### src/rtl/udec_pkg.sv
`default_nettype none
// ----------------------------------------------------------------------------
// udec_pkg
// Shared types and constants of the UTF-8 to UTF-16 (BMP) decoder.
// ----------------------------------------------------------------------------
package udec_pkg;

    localparam logic [15:0] REPL_UNIT   = 16'hFFFD;
    localparam logic [15:0] UNITS_SAT   = 16'hFFFF;
    localparam logic [15:0] MAX_UNITS_RST = 16'hFFFF;

    localparam logic [7:0] CONT_MASK  = 8'hC0;
    localparam logic [7:0] CONT_CODE  = 8'h80;
    localparam logic [7:0] LEAD2_MASK = 8'hE0;
    localparam logic [7:0] LEAD2_CODE = 8'hC0;
    localparam logic [7:0] LEAD3_MASK = 8'hF0;
    localparam logic [7:0] LEAD3_CODE = 8'hE0;
    localparam logic [7:0] ASCII_TOP  = 8'h80;
    localparam logic [7:0] TERM_BYTE  = 8'h00;

    // results caused by one byte, in output order; the end item is always last
    typedef struct packed {
        logic [1:0]       n;
        logic             has_end;
        logic [2:0][15:0] unit;
        logic [2:0][15:0] cnt;
    } t_bundle;

endpackage
`default_nettype wire

### src/rtl/udec_ifs.sv
`default_nettype none
// ----------------------------------------------------------------------------
// udec byte and unit channels
// Valid/ready channels for the input bytes and the decoded code units.
// ----------------------------------------------------------------------------
interface udec_in_if;
    logic       valid;
    logic       ready;
    logic [7:0] byte_in;

    modport source (output valid, output byte_in, input ready);
    modport sink   (input valid, input byte_in, output ready);
endinterface

interface udec_out_if;
    logic        valid;
    logic        ready;
    logic [15:0] code_unit;
    logic        is_end;
    logic [15:0] unit_count;

    modport source (output valid, output code_unit, output is_end, output unit_count,
                    input ready);
    modport sink   (input valid, input code_unit, input is_end, input unit_count,
                    output ready);
endinterface
`default_nettype wire

### src/rtl/udec_front.sv
`default_nettype none
// ----------------------------------------------------------------------------
// udec_front
// Accepts one byte per cycle while the queue is not full, runs the sequence decode and queues results.
// ----------------------------------------------------------------------------
module udec_front (
    input  wire logic              i_clk,
    input  wire logic              i_rst_n,
    input  wire logic              i_cfg_we,
    input  wire logic [15:0]       i_cfg_wdata,
    udec_in_if.sink                i_in,
    input  wire logic              i_full,
    output logic                   o_push,
    output udec_pkg::t_bundle      o_bundle
);
    import udec_pkg::*;

    typedef struct packed {
        logic [7:0]       h0;
        logic [7:0]       h1;
        logic [1:0]       hc;
        logic [1:0]       skip;
        logic [15:0]      uw;
        logic             lim;
        logic [1:0]       k;
        logic [2:0][15:0] u;
        logic [2:0][15:0] c;
    } t_walk;

    logic [7:0]  r_held0, r_held1;
    logic [1:0]  r_held_cnt, r_skip;
    logic [15:0] r_units, r_max_units;
    logic        r_limit;

    logic [7:0]  n_held0, n_held1;
    logic [1:0]  n_held_cnt, n_skip;
    logic [15:0] n_units;
    logic        n_limit;

    logic        w_accept;
    t_walk       w_walk;

    function automatic logic f_is_cont(input logic [7:0] b);
        return (b & CONT_MASK) == CONT_CODE;
    endfunction

    function automatic logic f_is_lead2(input logic [7:0] b);
        return (b & LEAD2_MASK) == LEAD2_CODE;
    endfunction

    function automatic logic f_is_lead3(input logic [7:0] b);
        return (b & LEAD3_MASK) == LEAD3_CODE;
    endfunction

    // one unit out, count saturates
    function automatic t_walk f_emit(input t_walk s, input logic [15:0] unit);
        t_walk r;
        r = s;
        if (r.uw != UNITS_SAT) r.uw = r.uw + 16'd1;
        r.u[r.k] = unit;
        r.c[r.k] = r.uw;
        r.k      = r.k + 2'd1;
        return r;
    endfunction

    // byte looked at as a new lead, nothing held and no skipping
    function automatic t_walk f_take(input t_walk s, input logic [7:0] x,
                                     input logic [15:0] maxu);
        t_walk r;
        r = s;
        if (!r.lim && (r.uw >= maxu)) r.lim = 1'b1;
        if (!r.lim) begin
            if (x < ASCII_TOP) begin
                r = f_emit(r, {8'h00, x});
            end else if (f_is_lead2(x) || f_is_lead3(x)) begin
                r.h0 = x;
                r.hc = 2'd1;
            end else begin
                r      = f_emit(r, REPL_UNIT);
                r.skip = 2'd3;
            end
        end
        return r;
    endfunction

    assign i_in.ready = !i_full;
    assign w_accept   = i_in.valid && !i_full;

    always_comb begin
        t_walk      s;
        logic [7:0] b;
        logic [1:0] hc_old;
        logic       done;
        s      = '0;
        s.h0   = r_held0;
        s.h1   = r_held1;
        s.hc   = r_held_cnt;
        s.skip = r_skip;
        s.uw   = r_units;
        s.lim  = r_limit;
        b      = i_in.byte_in;
        hc_old = r_held_cnt;
        done   = 1'b0;
        if (b == TERM_BYTE) begin
            // flush held bytes, then the end item
            if (s.hc != 2'd0) begin
                s.hc = 2'd0;
                s    = f_emit(s, REPL_UNIT);
                if (hc_old == 2'd2) s = f_take(s, s.h1, r_max_units);
            end
            s.u[s.k] = 16'h0000;
            s.c[s.k] = s.uw;
            s.k      = s.k + 2'd1;
        end else if (!(s.lim && (s.hc == 2'd0))) begin
            if (s.skip != 2'd0) begin
                if (f_is_cont(b)) begin
                    s.skip = s.skip - 2'd1;
                    done   = 1'b1;
                end else begin
                    s.skip = 2'd0;
                end
            end
            if (!done) begin
                if (s.hc == 2'd0) begin
                    s = f_take(s, b, r_max_units);
                end else if (f_is_lead2(s.h0)) begin
                    s.hc = 2'd0;
                    if (f_is_cont(b)) begin
                        s = f_emit(s, {5'b0, s.h0[4:0], b[5:0]});
                    end else begin
                        s = f_emit(s, REPL_UNIT);
                        s = f_take(s, b, r_max_units);
                    end
                end else if (s.hc == 2'd1) begin
                    if (f_is_cont(b)) begin
                        s.h1 = b;
                        s.hc = 2'd2;
                    end else begin
                        s.hc = 2'd0;
                        s    = f_emit(s, REPL_UNIT);
                        s    = f_take(s, b, r_max_units);
                    end
                end else begin
                    s.hc = 2'd0;
                    if (f_is_cont(b)) begin
                        s = f_emit(s, {s.h0[3:0], s.h1[5:0], b[5:0]});
                    end else begin
                        s      = f_emit(s, REPL_UNIT);
                        s      = f_take(s, s.h1, r_max_units);
                        s.skip = 2'd0;
                        s      = f_take(s, b, r_max_units);
                    end
                end
            end
        end
        w_walk = s;
    end

    always_comb begin
        if (i_in.byte_in == TERM_BYTE) begin
            n_held0    = 8'h00;
            n_held1    = 8'h00;
            n_held_cnt = 2'd0;
            n_skip     = 2'd0;
            n_units    = 16'h0000;
            n_limit    = 1'b0;
        end else begin
            n_held0    = w_walk.h0;
            n_held1    = w_walk.h1;
            n_held_cnt = w_walk.hc;
            n_skip     = w_walk.skip;
            n_units    = w_walk.uw;
            n_limit    = w_walk.lim;
        end
    end

    assign o_push           = w_accept && (w_walk.k != 2'd0);
    assign o_bundle.n       = w_walk.k;
    assign o_bundle.has_end = (i_in.byte_in == TERM_BYTE);
    assign o_bundle.unit    = w_walk.u;
    assign o_bundle.cnt     = w_walk.c;

    always_ff @(posedge i_clk) begin
        if (!i_rst_n) begin
            r_held0     <= 8'h00;
            r_held1     <= 8'h00;
            r_held_cnt  <= 2'd0;
            r_skip      <= 2'd0;
            r_units     <= 16'h0000;
            r_limit     <= 1'b0;
            r_max_units <= MAX_UNITS_RST;
        end else begin
            if (i_cfg_we) r_max_units <= i_cfg_wdata;
            if (w_accept) begin
                r_held0    <= n_held0;
                r_held1    <= n_held1;
                r_held_cnt <= n_held_cnt;
                r_skip     <= n_skip;
                r_units    <= n_units;
                r_limit    <= n_limit;
            end
        end
    end

endmodule
`default_nettype wire

### src/rtl/udec_fifo.sv
`default_nettype none
// ----------------------------------------------------------------------------
// udec_fifo
// Short queue of result bundles between the decode front and output back.
// ----------------------------------------------------------------------------
module udec_fifo #(
    parameter int DEPTH = 4
) (
    input  wire logic              i_clk,
    input  wire logic              i_rst_n,
    input  wire logic              i_push,
    input  wire udec_pkg::t_bundle i_data,
    output logic                   o_full,
    input  wire logic              i_pop,
    output logic                   o_empty,
    output udec_pkg::t_bundle      o_data
);
    import udec_pkg::*;

    localparam int AW = (DEPTH > 1) ? $clog2(DEPTH) : 1;
    localparam int CW = $clog2(DEPTH + 1);
    localparam logic [AW-1:0] LAST_PTR = AW'(DEPTH - 1);
    localparam logic [CW-1:0] FULL_CNT = CW'(DEPTH);

    t_bundle       r_mem [DEPTH];
    logic [AW-1:0] r_wr, r_rd;
    logic [CW-1:0] r_cnt;

    always_ff @(posedge i_clk) begin
        if (i_push) r_mem[r_wr] <= i_data;
    end

    always_ff @(posedge i_clk) begin
        if (!i_rst_n) begin
            r_wr  <= '0;
            r_rd  <= '0;
            r_cnt <= '0;
        end else begin
            if (i_push) r_wr <= (r_wr == LAST_PTR) ? '0 : r_wr + AW'(1);
            if (i_pop)  r_rd <= (r_rd == LAST_PTR) ? '0 : r_rd + AW'(1);
            if (i_push && !i_pop) begin
                r_cnt <= r_cnt + CW'(1);
            end else if (!i_push && i_pop) begin
                r_cnt <= r_cnt - CW'(1);
            end
        end
    end

    assign o_full  = (r_cnt == FULL_CNT);
    assign o_empty = (r_cnt == '0);
    assign o_data  = r_mem[r_rd];

endmodule
`default_nettype wire

### src/rtl/udec_back.sv
`default_nettype none
// ----------------------------------------------------------------------------
// udec_back
// Holds one bundle and hands its results out one per cycle while the output is ready.
// ----------------------------------------------------------------------------
module udec_back (
    input  wire logic              i_clk,
    input  wire logic              i_rst_n,
    input  wire logic              i_empty,
    input  wire udec_pkg::t_bundle i_data,
    output logic                   o_pop,
    udec_out_if.source             o_out
);
    import udec_pkg::*;

    logic       r_valid;
    t_bundle    r_bundle;
    logic [1:0] r_idx;

    logic w_take, w_last, w_load;

    assign w_take = r_valid && o_out.ready;
    assign w_last = (r_idx == (r_bundle.n - 2'd1));
    // refill the holding slot when it is empty or as its last request leaves
    assign w_load = !i_empty && (!r_valid || (w_take && w_last));
    assign o_pop  = w_load;

    always_ff @(posedge i_clk) begin
        if (!i_rst_n) begin
            r_valid <= 1'b0;
            r_idx   <= 2'd0;
        end else if (w_load) begin
            r_valid <= 1'b1;
            r_idx   <= 2'd0;
        end else if (w_take) begin
            if (w_last) begin
                r_valid <= 1'b0;
            end else begin
                r_idx <= r_idx + 2'd1;
            end
        end
    end

    always_ff @(posedge i_clk) begin
        if (w_load) r_bundle <= i_data;
    end

    assign o_out.valid      = r_valid;
    assign o_out.code_unit  = r_bundle.unit[r_idx];
    assign o_out.unit_count = r_bundle.cnt[r_idx];
    assign o_out.is_end     = r_bundle.has_end && w_last;

endmodule
`default_nettype wire

### src/rtl/utf8_to_utf16_bmp_decoder.sv
`default_nettype none
// ----------------------------------------------------------------------------
// utf8_to_utf16_bmp_decoder
// Zero-terminated UTF-8 byte stream in, UTF-16 BMP code units out.
// ----------------------------------------------------------------------------
// path: the results of a byte pass through the bundle queue and then the holding
//   register of the output side before they are presented
// throughput: one byte per cycle while each byte gives at most one result and the
//   output is not stalled; the output side moves one result per cycle while
//   ready; a byte's 2 or 3 results wait in a QUEUE_DEPTH-entry bundle queue
// reset: synchronous, clears all decode state and the queue, max_units to 65535
module utf8_to_utf16_bmp_decoder #(
    parameter int QUEUE_DEPTH = 4
) (
    input  wire logic        i_clk,
    input  wire logic        i_rst_n,
    input  wire logic        i_cfg_we,
    input  wire logic [15:0] i_cfg_wdata,
    udec_in_if.sink          i_in,
    udec_out_if.source       o_out
);
    import udec_pkg::*;

    logic    w_push, w_full, w_pop, w_empty;
    t_bundle w_push_data, w_head;

    udec_front u_front (
        .i_clk       (i_clk),
        .i_rst_n     (i_rst_n),
        .i_cfg_we    (i_cfg_we),
        .i_cfg_wdata (i_cfg_wdata),
        .i_in        (i_in),
        .i_full      (w_full),
        .o_push      (w_push),
        .o_bundle    (w_push_data)
    );

    udec_fifo #(
        .DEPTH (QUEUE_DEPTH)
    ) u_fifo (
        .i_clk   (i_clk),
        .i_rst_n (i_rst_n),
        .i_push  (w_push),
        .i_data  (w_push_data),
        .o_full  (w_full),
        .i_pop   (w_pop),
        .o_empty (w_empty),
        .o_data  (w_head)
    );

    udec_back u_back (
        .i_clk   (i_clk),
        .i_rst_n (i_rst_n),
        .i_empty (w_empty),
        .i_data  (w_head),
        .o_pop   (w_pop),
        .o_out   (o_out)
    );

endmodule
`default_nettype wire

### src/flat_wrapper.sv
// flat-port wrapper written by rule: the top's interface ports become plain ports
module utf8_to_utf16_bmp_decoder_flat import udec_pkg::*;
#(
    parameter int QUEUE_DEPTH = 4
)
  (i_clk, i_rst_n, i_cfg_we, i_cfg_wdata, i_in_valid, i_in_byte_in, i_in_ready, o_out_valid, o_out_code_unit, o_out_is_end, o_out_unit_count, o_out_ready);
  udec_in_if i_in_i ();
  udec_out_if o_out_i ();
  input  wire logic i_clk;
  input  wire logic i_rst_n;
  input  wire logic i_cfg_we;
  input  wire logic [15:0] i_cfg_wdata;
  input wire logic [$bits(i_in_i.valid)-1:0] i_in_valid;
  input wire logic [$bits(i_in_i.byte_in)-1:0] i_in_byte_in;
  output wire logic [$bits(i_in_i.ready)-1:0] i_in_ready;
  output wire logic [$bits(o_out_i.valid)-1:0] o_out_valid;
  output wire logic [$bits(o_out_i.code_unit)-1:0] o_out_code_unit;
  output wire logic [$bits(o_out_i.is_end)-1:0] o_out_is_end;
  output wire logic [$bits(o_out_i.unit_count)-1:0] o_out_unit_count;
  input wire logic [$bits(o_out_i.ready)-1:0] o_out_ready;
  assign i_in_i.valid = i_in_valid;
  assign i_in_i.byte_in = i_in_byte_in;
  assign i_in_ready = i_in_i.ready;
  assign o_out_valid = o_out_i.valid;
  assign o_out_code_unit = o_out_i.code_unit;
  assign o_out_is_end = o_out_i.is_end;
  assign o_out_unit_count = o_out_i.unit_count;
  assign o_out_i.ready = o_out_ready;
  utf8_to_utf16_bmp_decoder #(.QUEUE_DEPTH(QUEUE_DEPTH)) u_core (.i_clk(i_clk), .i_rst_n(i_rst_n), .i_cfg_we(i_cfg_we), .i_cfg_wdata(i_cfg_wdata), .i_in(i_in_i), .o_out(o_out_i));
endmodule
### config.mk
export PLATFORM = sky130hd
export DESIGN_NAME = utf8_to_utf16_bmp_decoder_flat
export DESIGN_NICKNAME = d
export VERILOG_FILES = /design/src/rtl/udec_pkg.sv /design/src/rtl/udec_ifs.sv /design/src/rtl/udec_front.sv /design/src/rtl/udec_fifo.sv /design/src/rtl/udec_back.sv /design/src/rtl/utf8_to_utf16_bmp_decoder.sv /design/src/flat_wrapper.sv
export SDC_FILE = /design/constraint.sdc
export NUM_CORES = 1
export LEC_CHECK = 0
export ABC_CLOCK_PERIOD_IN_PS = 16500
export BUFFER_PORTS_ARGS = -buffer_cell sky130_fd_sc_hd__buf_2
export CORE_MARGIN = 10
export CORE_UTILIZATION = 45
export DETAILED_ROUTE_END_ITERATION = 16
export PLACE_DENSITY_LB_ADDON = 0.08
export SLEW_MARGIN = 40
export SYNTH_ARGS = -nofsm -noshare
export SYNTH_HDL_FRONTEND = slang
export SYNTH_HIERARCHICAL = 1
export SYNTH_SLANG_ARGS = --single-unit
### constraint.sdc
create_clock -name i_clk -period 16.5 [get_ports i_clk]
set_input_delay 0.825 -clock i_clk [delete_from_list [all_inputs] [get_ports i_clk]]
set_output_delay 0.825 -clock i_clk [all_outputs]
set_load 0.1 [all_outputs]
==> run metrics <==
run status=complete, no violations; mux share of post-synthesis cell area=11.0%; share of layout cells above drive strength 1=17.2%; CTS resizes=0; critical path type=flop to flop; pins over their slew limit=0; clock skew=0.0422 ns; Worst Reg2Reg Path Length in Cells=30; hold_sp=i_cfg_wdata[3]; Leak=10.8 nW; Top cell by count, worst path=o21ai_0; Skew-Pair Late Insertion Delay=0.65 ns; # IOs=64; Worst setup SP type=flop; PwrDens=149 nW/um^2; Synth Area in XOR/XNOR=1.01%; Synth warnings=6; final number of setup-violating endpoints=0; first-pass GRT wire length=137000 um; CP max FO=50; GR Layer Usage met1=35.2%; Detail Route Antenna Nets=0; total number of vias=20100; fin crit period=10.96 ns; final hold vios=0; # diodes=0; Yosys reg bits=560; cells after synthesis=2260; FF-to-FF setup slack=5.54 ns; wire per inst=29.1 um; CP delay by family, top=simple AND/OR/NAND/NOR gates; Initial DRT Pass Iterations=6; final worst slack=5.54 ns; Post-synth EDFFs=495; cell with the most instances after synthesis=edfxtp_1; smallest hold slack=0.396 ns; max cap viols=0; post-place setup slack=5.76 ns; fillers=5391; Area Growth Syn to Fin=11.5%; Hold Crit Class=primary input to flop; VDD IR max=0.134 mV; Most used DFF post-synth=edfxtp_1; # port buffers=63; crit path capture type=flop; initial cell density of the core=45.5%; RSZ-0062 raised after global routing=no; drt via density=6.32; routability cong.=0.964; full die area=72900 um^2; crit-path max cell delay=0.72 ns; R2R Path End=u_core/u_fifo/r_mem[2][13]; Crit-path slowest cell=buf_4; # hold bufs at CTS=0; required time worst endpoint=16.74 ns; CP startpoint=u_core/u_front/r_units[1]; Rel. slew slack=36.8%; Synth Net Count=2354; post-route design area=31400 um^2; synth top area cells=edfxtp_1 53%, mux4_2 7.9%, dfxtp_1 4.6%; fmax=91.2 MHz; Async S/R FF share, synth=0%; Mapped Avg Cell Area=12.4 um^2; Hold Path Depth=3; Mapped Area=28100 um^2; Setup Buffers After CTS=0; Worst EP arrival=11.20 ns; fin nets=2389; dpl hpwl=64100 um; final wirelength=92700 um; Worst-Margin Slew=0.946 ns; WP buf/inv=6; reg2reg start=u_core/u_front/r_units[1]; GRT busiest layer=met2; synth unique cells=100; cell taking the most area after synthesis=edfxtp_1; sequential standard cell area=16200 um^2; Die Height=270 um; area occupied by multi-input gates=11100 um^2; register area share after synthesis=57.5%; area share of fa/ha/maj cells after synthesis=2.92%; number of sinks on the clock net=560; met2 Use GR=38.3%; fin crit share=66.4%; largest net degree at the start of global routing=62; via count of the first global-routing pass=19600; H-tree Lvls=2; Die W=270 um; FP Rows=91; total CTS buffers=59; most common library cells after synthesis=495 x edfxtp_1, 215 x nand2_1, 148 x nor2_1, 147 x o21ai_0, 143 x a21oi_1; clock tree root driver cell=clkbuf_16; Finished Core Util=50.7%; CTS Buffer Depth=3; Clock transition at path regs=0.06 ns; met3 Use GR=4.89%; drt drc=0; Placed Instance Area=29400 um^2; Hold Crit Endpoint=u_core/u_front/r_max_units[3]; Synth Area in Compound Gates=13.7%; Setup TNS Final=0 ns; GRT Overall Usage=25.0%; DR iter-0 viols=2185; initial antenna violation count=1; Overflow after GRT=0; largest family of logic cells by synthesized area=compound AO/OA/AOI/OAI gates; CTS tree=done; simple logic cell fraction of the synthesized area=10.4%; share of the synthesized area in the top cell type=52.8%; Core ar.=61800 um^2
## cell type report
class | count | area share [%]
Clock buffer | 71 | 4.92
Clock inverter | 39 | 1.33
Inverter | 67 | 0.818
Multi-Input combinational cell | 1480 | 35.4
Sequential cell | 560 | 51.6
Tap cell | 837 | 3.34
Timing Repair Buffer | 127 | 2.68
## state kept, by name, summed over array words and instances (netlist names), named ones only
signal / count
u_core/u_front/r_held0: 8
u_core/u_front/r_max_units: 16
u_core/u_front/r_limit: 1
u_core/u_fifo/r_cnt: 3
u_core/u_fifo/r_rd: 2
u_core/u_fifo/r_wr: 2
u_core/u_front/r_held1: 8
u_core/u_back/r_idx: 2
u_core/u_fifo/r_mem: 396
u_core/u_front/r_units: 16
u_core/u_back/o_out.valid: 1
u_core/u_back/r_bundle: 99
u_core/u_front/r_skip: 2
u_core/u_front/r_held_cnt: 2
## through the flow
step	total power, mW	cells
after floorplan	3.05	2260
after global placement	3.36	3068
after detailed placement	3.38	3070
after CTS	4.72	3180
after global routing	4.88	3181
final	4.68	3181
## where the power goes
group | switching (mW) | internal (mW)
clock network | 0.560 | 0.779
registers | 0.0978 | 1.86
logic | 0.972 | 0.412
total | 1.63 | 3.05
## routing by layer
| metal | vias to the layer above | part of all wire, % |
|---|---|---|
| met5 | - | 0 |
| met4 | 0 | 3.7 |
| met3 | 190 | 7.3 |
| met2 | 932 | 45 |
| met1 | 10100 | 44 |
| li1 | 8833 | - |
## worst reg2reg max path, delay by kind of cell, from the launching register on
kind	cells	cell delay, ns
AND/OR/NAND/NOR	10	3.32
AO/OA/AOI/OAI	10	2.69
buffers and inverters	6	2.37
adder cells (fa/ha/maj)	3	1.19
flip-flops	1	0.54
XOR/XNOR	1	0.39
## worst max-delay path by stage
| stage | to | slack, ns | cells past startpoint |
|---|---|---|---|
| after floorplan | u_core/u_fifo/r_mem[0][0] | 7.02 | 28 |
| after global placement | u_core/u_fifo/r_mem[2][24] | 5.80 | 30 |
| after detailed placement | u_core/u_fifo/r_mem[2][23] | 5.76 | 30 |
| after CTS | u_core/u_fifo/r_mem[2][41] | 5.73 | 30 |
| after global routing | u_core/u_fifo/r_mem[2][13] | 4.87 | 30 |
| final | u_core/u_fifo/r_mem[2][13] | 5.54 | 30 |
## cells by family (layout without fill, tap and decap cells)
logic type	count (synthesis)	count (layout)
xor+xnor	29	29
simple gates	609	609
mux	182	182
flops	560	560
buf+inv	220	304
fa+ha+maj	65	65
compound gates	595	595
## cell usage in the layout, fill, tap and decap left out, drive strengths merged, types with 14 or more instances in the layout
cell    synthesis  layout
edfxtp        495     495
nand2         215     215
o21ai         163     163
nor2          149     149
a21oi         143     143
buf            62     127
mux4           99      99
mux2i          73      73
clkbuf         91      71
dfxtp          65      65
ha             64      64
inv            59      64
nand3          57      57
nor3           42      42
o211ai         41      41
o22ai          37      37
clkinv          8      35
nand4          25      25
a211oi         25      25
nand2b         24      24
a31oi          24      24
o221ai         23      23
and3           21      21
xnor2          21      21
a21o           19      19
nor2b          16      16
nor4           14      14
and2           14      14
Power figures use the tool's default switching activity.
